===== src/rtl/core/mfcc_pkg.sv =====
package mfcc_pkg;

  localparam int MAX_CENTRES = 64;
  localparam int ADDR_W      = $clog2(MAX_CENTRES);
  localparam int CNT_W       = $clog2(MAX_CENTRES + 1);
  localparam int DEN_W       = 36;
  localparam int NUM_W       = 48;
  localparam int CFG_W       = 32;
  localparam int DIV_STEPS   = NUM_W;

  // function codes
  localparam logic [1:0] FUNC_WRITE = 2'd0;
  localparam logic [1:0] FUNC_QUERY = 2'd1;
  localparam logic [1:0] FUNC_CUBE  = 2'd2;

  // register indexes
  localparam logic [1:0] REG_STRENGTH = 2'd0;
  localparam logic [1:0] REG_FALLOFF  = 2'd1;
  localparam logic [1:0] REG_CENTRES  = 2'd2;

  localparam logic [31:0] SAT_MAX = 32'hFFFF_FFFF;

  // corner offsets, bit i belongs to corner i
  localparam logic [7:0] CORNER_DX = 8'h66;
  localparam logic [7:0] CORNER_DY = 8'hF0;
  localparam logic [7:0] CORNER_DZ = 8'hCC;

  typedef struct packed {
    logic [1:0]         func;
    logic [5:0]         slot;
    logic signed [15:0] px;
    logic signed [15:0] py;
    logic signed [15:0] pz;
  } in_item_t;

  typedef struct packed {
    logic [31:0] potential;
    logic [7:0]  cube_case;
    logic        saturated;
  } out_item_t;

  typedef struct packed {
    logic       vld;
    logic       live;
    logic       last;
    logic       fin;
    logic [2:0] corner;
  } tag_t;

  typedef struct packed {
    tag_t             tag;
    logic [DEN_W-1:0] den;
    logic [DEN_W-1:0] rem;
    logic [NUM_W-1:0] nq;
  } div_stage_t;

endpackage


===== src/rtl/core/mfcc_div_cell.sv =====
module mfcc_div_cell (
  input  logic                clk,
  input  logic                rst_n,
  input  mfcc_pkg::div_stage_t d_in,
  output mfcc_pkg::div_stage_t d_out
);

  logic [mfcc_pkg::DEN_W:0] trial;
  logic                     ge;
  mfcc_pkg::div_stage_t     stage_nxt;
  mfcc_pkg::div_stage_t     stage_r;

  // one restoring step: bring down a dividend bit, subtract if it fits
  always_comb begin
    trial     = {d_in.rem, d_in.nq[mfcc_pkg::NUM_W-1]};
    ge        = (trial >= {1'b0, d_in.den});
    stage_nxt = d_in;
    if (ge) begin
      stage_nxt.rem = mfcc_pkg::DEN_W'(trial - {1'b0, d_in.den});
    end else begin
      stage_nxt.rem = trial[mfcc_pkg::DEN_W-1:0];
    end
    stage_nxt.nq = {d_in.nq[mfcc_pkg::NUM_W-2:0], ge};
  end

  always_ff @(posedge clk) begin
    if (!rst_n) begin
      stage_r.tag.vld <= 1'b0;
    end else begin
      stage_r <= stage_nxt;
    end
  end

  assign d_out = stage_r;

endmodule


===== config.mk =====
export PLATFORM = sky130hd
export DESIGN_NAME = mfcc_div_cell
export DESIGN_NICKNAME = d
export VERILOG_FILES = /design/src/rtl/core/mfcc_pkg.sv /design/src/rtl/core/mfcc_div_cell.sv
export SDC_FILE = /design/constraint.sdc
export NUM_CORES = 1
export LEC_CHECK = 0
export BUFFER_PORTS_ARGS = -buffer_cell sky130_fd_sc_hd__buf_4
export CORE_UTILIZATION = 35
export DETAILED_ROUTE_END_ITERATION = 7
export GPL_TIMING_DRIVEN = 0
export PLACE_DENSITY = 0.62
export SLEW_MARGIN = 40
export SYNTH_ARGS = -nofsm -noshare
export SYNTH_HDL_FRONTEND = slang
export SYNTH_SLANG_ARGS = --single-unit

===== constraint.sdc =====
create_clock -name clk -period 2.42 [get_ports clk]
set_input_delay 0.121 -clock clk [delete_from_list [all_inputs] [get_ports clk]]
set_output_delay 0.121 -clock clk [all_outputs]
set_load 0.1 [all_outputs]

---- After elaboration in Yosys (flattened, before gate mapping) ----
Index checks and enable logic that the tools add are counted.
operators by class
  order comparisons ....................... 1
  add/subtract/negate cells ............... 1
  muxes and demuxes ....................... 1
operators with widths
  cell            number
  $ge 37x36->1    1
  $mux 36         1
  $sub 36x36->36  1
word-level totals
  register bits ........................... 127
  input bits .............................. 129

---- Longest topological paths before layout ----
  depth after elaboration ................. 2
  mapped depth ............................ 14
  gate-level depth less buffers ........... 12

---- Least setup slack after synthesis ----
Ideal clock, no wire load.
  path kind ............................... input port to flip-flop
  start ................................... input port d_in[90] (netlist name)
  end ..................................... register stage_r (netlist bit d_out[50]) (data pin)
  cell stages on the path ................. 13
  arrival ................................. 2187 ps
  path slack .............................. -28 ps
  path buffers ............................ 1
  cells stage by stage .................... inv_1 ha_1 a211oi_2 o21bai_2 o21ba_2 a21bo_2 a21bo_4 a21oi_4 o41a_1 inv_2 buf_2 nor2_1 a21oi_1
RTL lines
  item                  line                 RTL
  start, declared       mfcc_div_cell.sv:4   input mfcc_pkg::div_stage_t d_in,
  end signal, assigned  mfcc_div_cell.sv:30  stage_r <= stage_nxt;
  end, declared         mfcc_div_cell.sv:11  mfcc_pkg::div_stage_t stage_r;

==> metrics.md <==
| Metric | Value |
|---|---|
| Initial drt markers | 303 |
| Routed length per placed instance | 18.1 um |
| Int Power | 0.00547 W |
| Synth Net Count | 673 |
| Post-synthesis cell area | 0.00627 mm^2 |
| IO Count | 256 |
| Total global-route track usage | 21.4% |
| EDFF count, synth | 126 |
| Total number of placement rows | 48 |
| Clock Pin Slew Worst Setup and Hold Paths | 0.06 ns |
| Cells after synthesis | 507 |
| Share of synthesized cell area in and, or, nand and nor gates | 8.96% |
| Instance area after placement | 0.00861 mm^2 |
| Switching Fraction | 38.2% |
| Number of failing hold endpoints at the final stage | 0 |
| Core Area | 0.0174 mm^2 |
| Main combinational cell family by area after synthesis | compound AO/OA/AOI/OAI gates |
| Sw power | 0.00339 W |
| Buffers from clock root to sink, at most | 2 |
| Part of the Yosys area used for sequential elements | 60.7% |
| CTS tree | yes |
| Total CTS buffers | 17 |
| Antenna diode instance count | 0 |
| Final std cell area, no fill | 0.0107 mm^2 |
| Die outline width | 136 um |
| Part of the total power dissipated in sequential elements | 31.1% |
| Critical Path Start Type | primary input |
| Effective utilization at floorplan | 36.0% |
| Clock share of power | 32.5% |
| Half-perimeter wire length of the detailed placement result | 14000 um |
| Final count of pins violating max slew | 0 |
| Net count, final | 1065 |
| Weighted congestion reported at the end of routability-driven placement | 0.830 |
| Comb power frac | 36.4% |
| Final clock period utilization by the worst path | 101% |
| VDD IR max | 0.601 mV |
| Max FO, Critical Path | 6 |
| Most used DFF post-synth | edfxtp_1 |
| Area growth syn-to-layout | 70.9% |
| Flip-flop count of the largest register, all copies and words added | 127 |
| Most frequent standard cell in the layout excluding fill and tap cells | buf_4 |
| Detailed-routing iteration count for the pre-antenna-repair pass | 4 |
| Number of maximum-capacitance constraint violations | 0 |
| Unrepaired setup endpoints after global routing | true |
| Initial antenna violation count | 0 |
| Data arrival, critical path | 2.57 ns |
| Overall die area | 0.0185 mm^2 |
| Post-synth ARST share | 0% |
| Max stage delay cell, worst path | o41a_1 |
| Category of the critical setup timing path | in -> reg |
| Min setup slack post-route | -0.0167 ns |
| Outcome | finished with violations |
| Number of distinct standard cells referenced by the synthesized netlist | 61 |
| Input/output buffers | 255 |
| Total via count after detailed routing | 5540 |
| P per Cell Area | 827 mW/mm^2 |
| Leakage power | 4.60 nW |
| Final min period | 2.44 ns |
| Failing checks | negative setup slack |
| Crit path capture type | register |
| Endpoint required time on the critical path | 2.55 ns |
| First-pass GRT wire length | 29500 um |
| Vert. Die Dim | 136 um |
| TritonCTS sink count | 127 |
| # placed instances | 988 |
| Adder-cell share of the synthesized area | 7.50% |
| Fraction of the mapped netlist area in compound gates | 15.5% |
| Root buffer cell | clkbuf_16 |
| Relative slew margins | 69.1% |
| XOR/XNOR Fraction of Synth Area | 3.49% |
| H-Tree Level Count | 4 |
| Classification of the worst-slack hold path | in -> reg |
| Top library cells by usage in the layout, fill and taps aside | 270 x buf_4, 126 x edfxtp_1, 99 x dlygate4sd3_1, 39 x a21oi_1, 37 x inv_1 |
| Mux cell area share after synthesis | 0.160% |
| Delay of the slowest cell on the worst path | 0.31 ns |
| Setup violation total in the final timing report | 1 |
| Number of remaining DRC errors | 0 |
| Detailed Route WL | 20600 um |
| Filler-free cell count of the finished design | 1137 |
| Pin slew with the least headroom to its limit | 0.463 ns |
| Via density per instance | 4.87 |
| Total of warnings raised by yosys | 0 |
| Maximum number of pins on one net before global-route repair | 73 |
| Number of global-route vias before repair | 5507 |
| Number of antenna-violating nets in the routed design | 0 |
| Total congestion overflow | 0 |
| Fraction of final layout cells with drive strength greater than 1 | 41.9% |
| Avg Cell Area, Syn | 12.4 um^2 |
| Cell breakdown of the critical path | buf_4 > ha_4 > a211oi_4 > o21bai_4 > nand3b_1 > a21bo_2 > a21bo_4 > a21oi_4 > o41a_1 > inv_4 > buf_6 > nand4b_1 > nand4_1 |
| Synth Register Bits | 127 |
| Achievable clock frequency | 0.410 GHz |
worst paths after layout:
| check | start | endpoint | slack, ns | depth (start not counted) |
|---|---|---|---|---|
| setup / recovery | d_in[53] | d_out[79]$_DFFE_PP_ | -0.02 | 13 |
| hold / removal | d_in[66] | d_out[67]$_DFFE_PP_ | 0.04 | 3 |
kinds of logic (layout without fill, tap and decap cells):
group	Yosys count	after routing
AOI/OAI and AO/OA	144	144
xor gates and xnor gates	25	25
adders and majority gates	37	37
buffers and inverters	56	461
DFF	127	127
muxes	1	1
and+or+nand+nor	117	117
metrics by stage:
step	total power [W]	worst slack [ns]	util, %	TNS, ns	hold WS (ns)
after floorplan	0.00497	-0.0116	-	-0.0232	0.220
after CTS	0.00876	0.0159	59.1	0	0.00902
after detailed placement	0.00572	-0.682	49.4	-23.60	0.300
after global routing	0.00915	-0.0916	61.5	-1.11	0.0254
final	0.00886	-0.0167	61.5	-0.0167	0.0402
after global placement	0.00570	-0.636	49.2	-21.97	0.299
cells in the mapped netlist (all sizes together), types with 4 or more instances:
library cell  number  area share (%)
o21bai             7            0.96
nor2b              4            0.40
ha                36             7.2
nand2             36             2.2
and2               5            0.50
buf                9            0.90
a21oi             51             4.3
nand3              9            0.72
inv               42             2.5
nand4              7            0.70
o31ai              5            0.60
edfxtp           126              60
o21ai             28             2.2
xor2              13             1.8
o21a               6            0.72
nor3               9            0.72
a21o              19             2.3
clkbuf             5            0.32
nor2              32             1.9
xnor2             12             1.7
area by class of cell:
| class | count | area (um^2) |
|---|---|---|
| repair buffers | 374 | 3130 |
| well taps | 225 | 282 |
| clock buffers | 18 | 429 |
| flip-flops and latches | 127 | 3800 |
| multi-input cells | 324 | 2550 |
| inverters | 42 | 165 |
| clock inverters | 14 | 233 |
| fillers | 1433 | 6700 |
| plain buffers | 13 | 128 |
metal layers:
| layer | vias up | global-route usage [%] | share of wire (%) |
|---|---|---|---|
| li1 | 2678 | - | - |
| met1 | 2658 | 25.3 | 40 |
| met2 | 188 | 37.5 | 52 |
| met3 | 16 | 5.22 | 6.5 |
| met4 | 0 | 7.78 | 1.5 |
| met5 | - | 0 | 0 |
power groups by stage:
stage          Combinational [W]  Sequential, W  Clock, W
3_3_place_gp             0.00290        0.00280         0
6_report                 0.00323        0.00275   0.00288
4_1_cts                  0.00307        0.00275   0.00294
2_1_floorplan           0.000589        0.00439         0
5_1_grt                  0.00337        0.00277   0.00301
3_5_place_dp             0.00292        0.00280         0
repair_timing:
item | CTS | global route
resized for setup | 8 | 74
setup endpoints to repair | 37 | 37
pin swaps | 2 | 27
gates cloned | 0 | 3
endpoints found under the hold margin | 99 | 0
setup buffers | 0 | 16
hold buffers | 99 | 0
worst max-delay path: cells and delay by family:
kind | cells | cell delay [ns]
buffers and inverters | 3 | 0.36
AOI/OAI and AO/OA | 6 | 1.41
and+or+nand+nor | 3 | 0.43
adders and majority gates | 1 | 0.24
(Power assumes the default switching activity.)
