## src/rtl/core/mfcc_pkg.sv

```systemverilog
package mfcc_pkg;

  localparam int MAX_CENTRES = 64;
  localparam int ADDR_W      = $clog2(MAX_CENTRES);
  localparam int CNT_W       = $clog2(MAX_CENTRES + 1);
  localparam int DEN_W       = 36;
  localparam int NUM_W       = 48;
  localparam int CFG_W       = 32;
  localparam int DIV_STEPS   = NUM_W;

  // function codes
  localparam logic [1:0] FUNC_WRITE = 2'd0;
  localparam logic [1:0] FUNC_QUERY = 2'd1;
  localparam logic [1:0] FUNC_CUBE  = 2'd2;

  // register indexes
  localparam logic [1:0] REG_STRENGTH = 2'd0;
  localparam logic [1:0] REG_FALLOFF  = 2'd1;
  localparam logic [1:0] REG_CENTRES  = 2'd2;

  localparam logic [31:0] SAT_MAX = 32'hFFFF_FFFF;

  // corner offsets, bit i belongs to corner i
  localparam logic [7:0] CORNER_DX = 8'h66;
  localparam logic [7:0] CORNER_DY = 8'hF0;
  localparam logic [7:0] CORNER_DZ = 8'hCC;

  typedef struct packed {
    logic [1:0]         func;
    logic [5:0]         slot;
    logic signed [15:0] px;
    logic signed [15:0] py;
    logic signed [15:0] pz;
  } in_item_t;

  typedef struct packed {
    logic [31:0] potential;
    logic [7:0]  cube_case;
    logic        saturated;
  } out_item_t;

  typedef struct packed {
    logic       vld;
    logic       live;
    logic       last;
    logic       fin;
    logic [2:0] corner;
  } tag_t;

  typedef struct packed {
    tag_t             tag;
    logic [DEN_W-1:0] den;
    logic [DEN_W-1:0] rem;
    logic [NUM_W-1:0] nq;
  } div_stage_t;

endpackage

```

## src/rtl/core/mfcc_accum.sv

```systemverilog
module mfcc_accum (
  input  logic                 clk,
  input  logic                 rst_n,
  input  mfcc_pkg::div_stage_t d_in,
  input  logic [31:0]          strength,
  input  logic                 is_cube,
  output logic                 done,
  output mfcc_pkg::out_item_t  res
);

  logic [31:0] sum_r, sum_nxt;
  logic        sat_r, sat_nxt;
  logic [7:0]  case_r, case_nxt;
  logic        c_clip;
  logic [31:0] contrib;
  logic [32:0] total;
  logic [31:0] sum_new;
  logic        sat_new;
  logic [7:0]  case_new;

  // clip the quotient, add it with saturation, close a corner on its last beat
  always_comb begin
    c_clip   = |d_in.nq[mfcc_pkg::NUM_W-1:32];
    contrib  = 32'd0;
    if (d_in.tag.live) begin
      contrib = c_clip ? mfcc_pkg::SAT_MAX : d_in.nq[31:0];
    end
    total    = {1'b0, sum_r} + {1'b0, contrib};
    sum_new  = total[32] ? mfcc_pkg::SAT_MAX : total[31:0];
    sat_new  = sat_r | (d_in.tag.live & c_clip) | total[32];
    case_new = case_r;
    if (d_in.tag.last) begin
      case_new[d_in.tag.corner] = (sum_new < strength);
    end
    sum_nxt  = sum_r;
    sat_nxt  = sat_r;
    case_nxt = case_r;
    if (d_in.tag.vld) begin
      sum_nxt  = d_in.tag.last ? 32'd0 : sum_new;
      sat_nxt  = d_in.tag.fin ? 1'b0 : sat_new;
      case_nxt = d_in.tag.fin ? 8'd0 : case_new;
    end
  end

  always_ff @(posedge clk) begin
    if (!rst_n) begin
      sum_r  <= 32'd0;
      sat_r  <= 1'b0;
      case_r <= 8'd0;
    end else begin
      sum_r  <= sum_nxt;
      sat_r  <= sat_nxt;
      case_r <= case_nxt;
    end
  end

  // result of the item on its final beat
  assign done          = d_in.tag.vld & d_in.tag.fin;
  assign res.potential = is_cube ? 32'd0 : sum_new;
  assign res.cube_case = is_cube ? case_new : 8'd0;
  assign res.saturated = sat_new;

endmodule

```

## config.mk

```make
export PLATFORM = sky130hd
export DESIGN_NAME = mfcc_accum
export DESIGN_NICKNAME = d
export VERILOG_FILES = /design/src/rtl/core/mfcc_pkg.sv /design/src/rtl/core/mfcc_accum.sv
export SDC_FILE = /design/constraint.sdc
export NUM_CORES = 1
export LEC_CHECK = 0
export BUFFER_PORTS_ARGS = -buffer_cell sky130_fd_sc_hd__buf_2
export CAP_MARGIN = 20
export CORE_MARGIN = 2
export CORE_UTILIZATION = 30
export CTS_CLUSTER_SIZE = 24
export DETAILED_ROUTE_END_ITERATION = 10
export PLACE_DENSITY = 0.5
export SLEW_MARGIN = 20
export SYNTH_ARGS = -nofsm -noshare
export SYNTH_HDL_FRONTEND = slang
export SYNTH_SLANG_ARGS = --single-unit
```

## constraint.sdc

```tcl
create_clock -name clk -period 12.8 [get_ports clk]
set_input_delay 1.28 -clock clk [delete_from_list [all_inputs] [get_ports clk]]
set_output_delay 1.28 -clock clk [all_outputs]
set_load 0.01 [all_outputs]
```

* After elaboration in Yosys (flattened, before gate mapping) *
Index checks and enable logic that the tools add are counted.

operators by class
  $add $sub $neg = 1
  magnitude comparators = 3
  muxes and demuxes = 12
  bitwise logic cells = 4
  reduce and logical (&&, ||, !) cells = 2

operators by type and width
  operator              count
  $mux W32              5
  $add A32 B32 Y33      1
  $lt A32 B32 Y1        1
  $mux W8               3
  $reduce_or A16 Y1     1
  $bwmux W8             1
  $lt A3 B4 Y1 const B  1
  $demux W1 S3          1
  $ge A3 B1 Y1 const B  1
  $and A1 B1 Y1         2
  $mux W1               2
  $or A1 B1 Y1          2
  $logic_and A1 B1 Y1   1

word-level totals
  register bits after elaboration = 41
  input port bits = 162
  output and inout port bits = 42
  logic and storage cells = 25

* Logic depth before layout (Yosys ltp) *
  depth after elaboration = 9
  depth in mapped cells = 25
  gate-level depth less buffers = 22

* Worst setup path after synthesis *
Ideal clock, no wire load.

  path type = input to output
  start = in d_in[125] (netlist name)
  end = out res[7] (netlist name)
  data arrival time = 5,649 ps
  data required time = 11,520 ps
  slack = 5,871 ps
  stages = 24
  path buffers = 3
  path through = clkbuf_1 inv_1 a41oi_1 clkbuf_1 a21o_1 ha_1 clkbuf_1 a21o_1 a21o_1 a21o_1 a32oi_1 o311ai_4 o31ai_2 mux2i_2 inv_1 ha_1 nand4_1 nor2_1 a21o_1 a31oi_1 nand4_1 o22ai_1 nand2_1 o21ai_0

RTL lines
  what         line             text
  from (decl)  mfcc_accum.sv:4  input mfcc_pkg::div_stage_t d_in,
  to (decl)    mfcc_accum.sv:8  output mfcc_pkg::out_item_t res

==> reports/results.ini <==
[floorplanning]
start_util_pct = 30.7
row_count = 46
die_w_um = 132
core_sq_um = 15900
die_h_um = 132
dieArea_sq_um = 17300
io_pins = 204

[clock_network]
insertion_delay_ns = 0.29
cts-root-buf = clkbuf_16
cts_buffers = 5
cts_tree = done
cts_sinks = 41
hold_buffers = 0
cts_setup_buffers = 0
cts_resized = 0
path_clk_slew_ns = 0.06
clk_path_buf_depth = 2
htree_levels = 2

[grt]
gr-total-overflow = 0
antenna_found_initial = 0
grt_pass1_vias = 4938
grt_first_pass_wirelength_um = 25100
grt_use_total_pct = 17.6
grt_max_degree = 42

[sta]
hold_violations = 0
slew_violations = 0
min_period_over_period_pct = 68.6
setup_viol_count_final = 0
slew_headroom_pct = 36.4
tns_ns = 0
rsz0062_at_grt = false
whs_ns = 0.456
fin_crit_ns = 8.78
max_freq_mhz = 114
setup_slack_ns = 4.02
clock_skew_ns = 0.00674
tightest_slew_ns = 0.950

[power]
p_sw_share_pct = 41.8
seqPwrFrac_pct = 21.0
p_leak_nw = 2.99
power_density_nw_per_um2 = 116
pwr-share-comb_pct = 54.4
pwr-share-clk_pct = 24.6
p_int_w = 0.000397
peakVddDrop_uv = 55.4
switchingPower_w = 0.000285

[detailed_routing]
wl_per_cell_um = 15.5
drtPass1Iterations = 6
drc = 0
detail-route-antenna-nets = 0
wl_um = 15400
vias = 5130
drt-initial-drc-count = 232
viasPerCell = 5.15

[placement]
dp_hpwl_um = 12000
place_ws_ns = 3.92
portBuffers = 131
gp_congestion = 0.852
dp.cells = 988

[worst_setup_path]
cp_top_family = compound AO/OA/AOI/OAI gates
r2r_end = case_r[1]
r2r-start = sum_r[0]
crit_path_cell_trace = buf_2 > nor4_1 > a41oi_4 > buf_4 > a21o_1 > ha_1 > fa_1 > a211oi_1 > or4b_4 > o211ai_4 > o211ai_2 > nand3_1 > o32ai_1 > inv_1 > ha_1 > nand4_1 > nor2_1 > a21o_1 > a31oi_1 > nand4_1 > o22ai_1 > nand2_1 > o21ai_1 > buf_2
reg2reg_depth = 18
cpMaxStageDelayCell = o32ai_1
crit_end = res[6]
path_depth = 24
crit_required_ns = 11.52
crit_fanout = 33
reg2reg_slack_ns = 7.46
cp-end-kind = primary output
crit_arrival_ns = 7.50
critPathMaxStageDelay_ns = 0.74
critPathLaunch = d_in[41]
criticalPathCategory = in2out
critical_path_buf_inv_count = 4
cp-start-kind = input port

[logic_synthesis]
syn_nets = 899
synth_top_area_share_pct = 16.8
synth.most_common_cell = nand2_1
ys_top_cells_by_count = nand2_1, ha_1, inv_1, a21oi_1, a21o_1
ys_types = 61
yosysSeqAreaShare_pct = 16.8
synth_area_sq_um = 4880
synth_area_leaders = dfxtp_1, ha_1, a21o_1
synth.largest_area_cell = dfxtp_1
syn_area_per_cell_sq_um = 7.25
synth_edf_count = 0
synthArstFlopShare_pct = 0
yosysWarningCount = 0
syn_inst = 673
ys_seq_elements = 41
synth_ff_type = dfxtp_1

[cells_and_area]
nFillCells = 1793
fin_nets = 1005
diodes = 0
utilization_pct = 37.0
area_delta_synth_final_pct = 20.5
fin_cells = 996
drive_gt1_share_pct = 20.5

[run]
maxCapViolCount = 0

[status]
status = completed

[min_path]
hold_class = reg2reg

-- final cells by class --
class | instances | area [sq um] | area share [%]
tap | 216 | 270 | 4.60
clock buffer | 5 | 125 | 2.13
sequential | 41 | 821 | 14.0
multi-input combinational | 536 | 3690 | 62.8
timing repair buffer | 133 | 671 | 11.4
inverter | 62 | 233 | 3.96
clock inverter | 3 | 65.1 | 1.11
-- metrics by stage --
stage / area [sq um] / power [W]
after floorplan: 4880 / 0.000412
final: 5880 / 0.000682
after global placement: 5690 / 0.000519
after detailed placement: 5690 / 0.000519
after CTS: 5880 / 0.000689
after global routing: 5880 / 0.000742
-- registers in the layout, indices dropped and copies added, names as in the netlist --
| register | flops |
|---|---|
| sat_r | 1 |
| sum_r | 32 |
| case_r | 8 |
-- logic make-up (layout without fill, tap and decap cells) --
group / Yosys count / after routing / synth area share (%)
AND/OR/NAND/NOR: 204 / 204 / 20.2
XOR/XNOR: 25 / 25 / 4.49
flip-flops: 41 / 41 / 16.8
multiplexers: 7 / 7 / 1.51
adder cells (fa/ha/maj): 64 / 64 / 16.6
AO/OA/AOI/OAI: 236 / 236 / 32.4
buffers and inverters: 96 / 203 / 7.95
-- worst min-delay path by stage --
stage | startpoint | endpoint | cells past startpoint
floorplan | sum_r[12] | sum_r[12] | 2
global placement | sum_r[21] | sum_r[21] | 2
detailed placement | sum_r[31] | sum_r[31] | 2
CTS | sum_r[22] | sum_r[22] | 2
global route | sum_r[31] | sum_r[31] | 2
finish | sum_r[14] | sum_r[14] | 2
-- worst min-delay path, cell delays in order (launching register included) --
cell     delay, ns
dfxtp_1       0.31
nand2_1       0.05
o21ai_1       0.05
-- layout by cell type (no fill, tap or decap), types with 6 or more instances in the layout --
cell type and instances:
nor2b_1 13, inv_1 62, xor2_1 10, nand3_1 21
nand4_1 12, and3_1 7, a21oi_1 59, o21ai_1 26
nor2_1 47, a211oi_1 9, a21o_1 48, o21a_1 14
dfxtp_1 41, xnor2_1 15, mux2i_1 6, ha_1 63
o21ai_0 27, nor3_1 6, nand2_1 65, nand2b_1 12
buf_2 131
-- per-layer routing --
| metal | up-vias | wire length (um) | global-route usage, % |
|---|---|---|---|
| met5 | - | 0 | 0 |
| met4 | 0 | 114 | 3.44 |
| met3 | 6 | 667 | 2.39 |
| met2 | 120 | 7130 | 29.6 |
| met1 | 2384 | 7500 | 24.0 |
| li1 | 2620 | - | - |
-- power by group through the flow --
stage	Clock [W]	Combinational [W]	Sequential [W]
after floorplan	0	0.000268	0.000144
after global placement	0	0.000373	0.000146
after detailed placement	0	0.000373	0.000146
after CTS	0.000171	0.000375	0.000143
after global routing	0.000178	0.000420	0.000144
final	0.000168	0.000371	0.000143
Power figures use the tool's default switching activity.
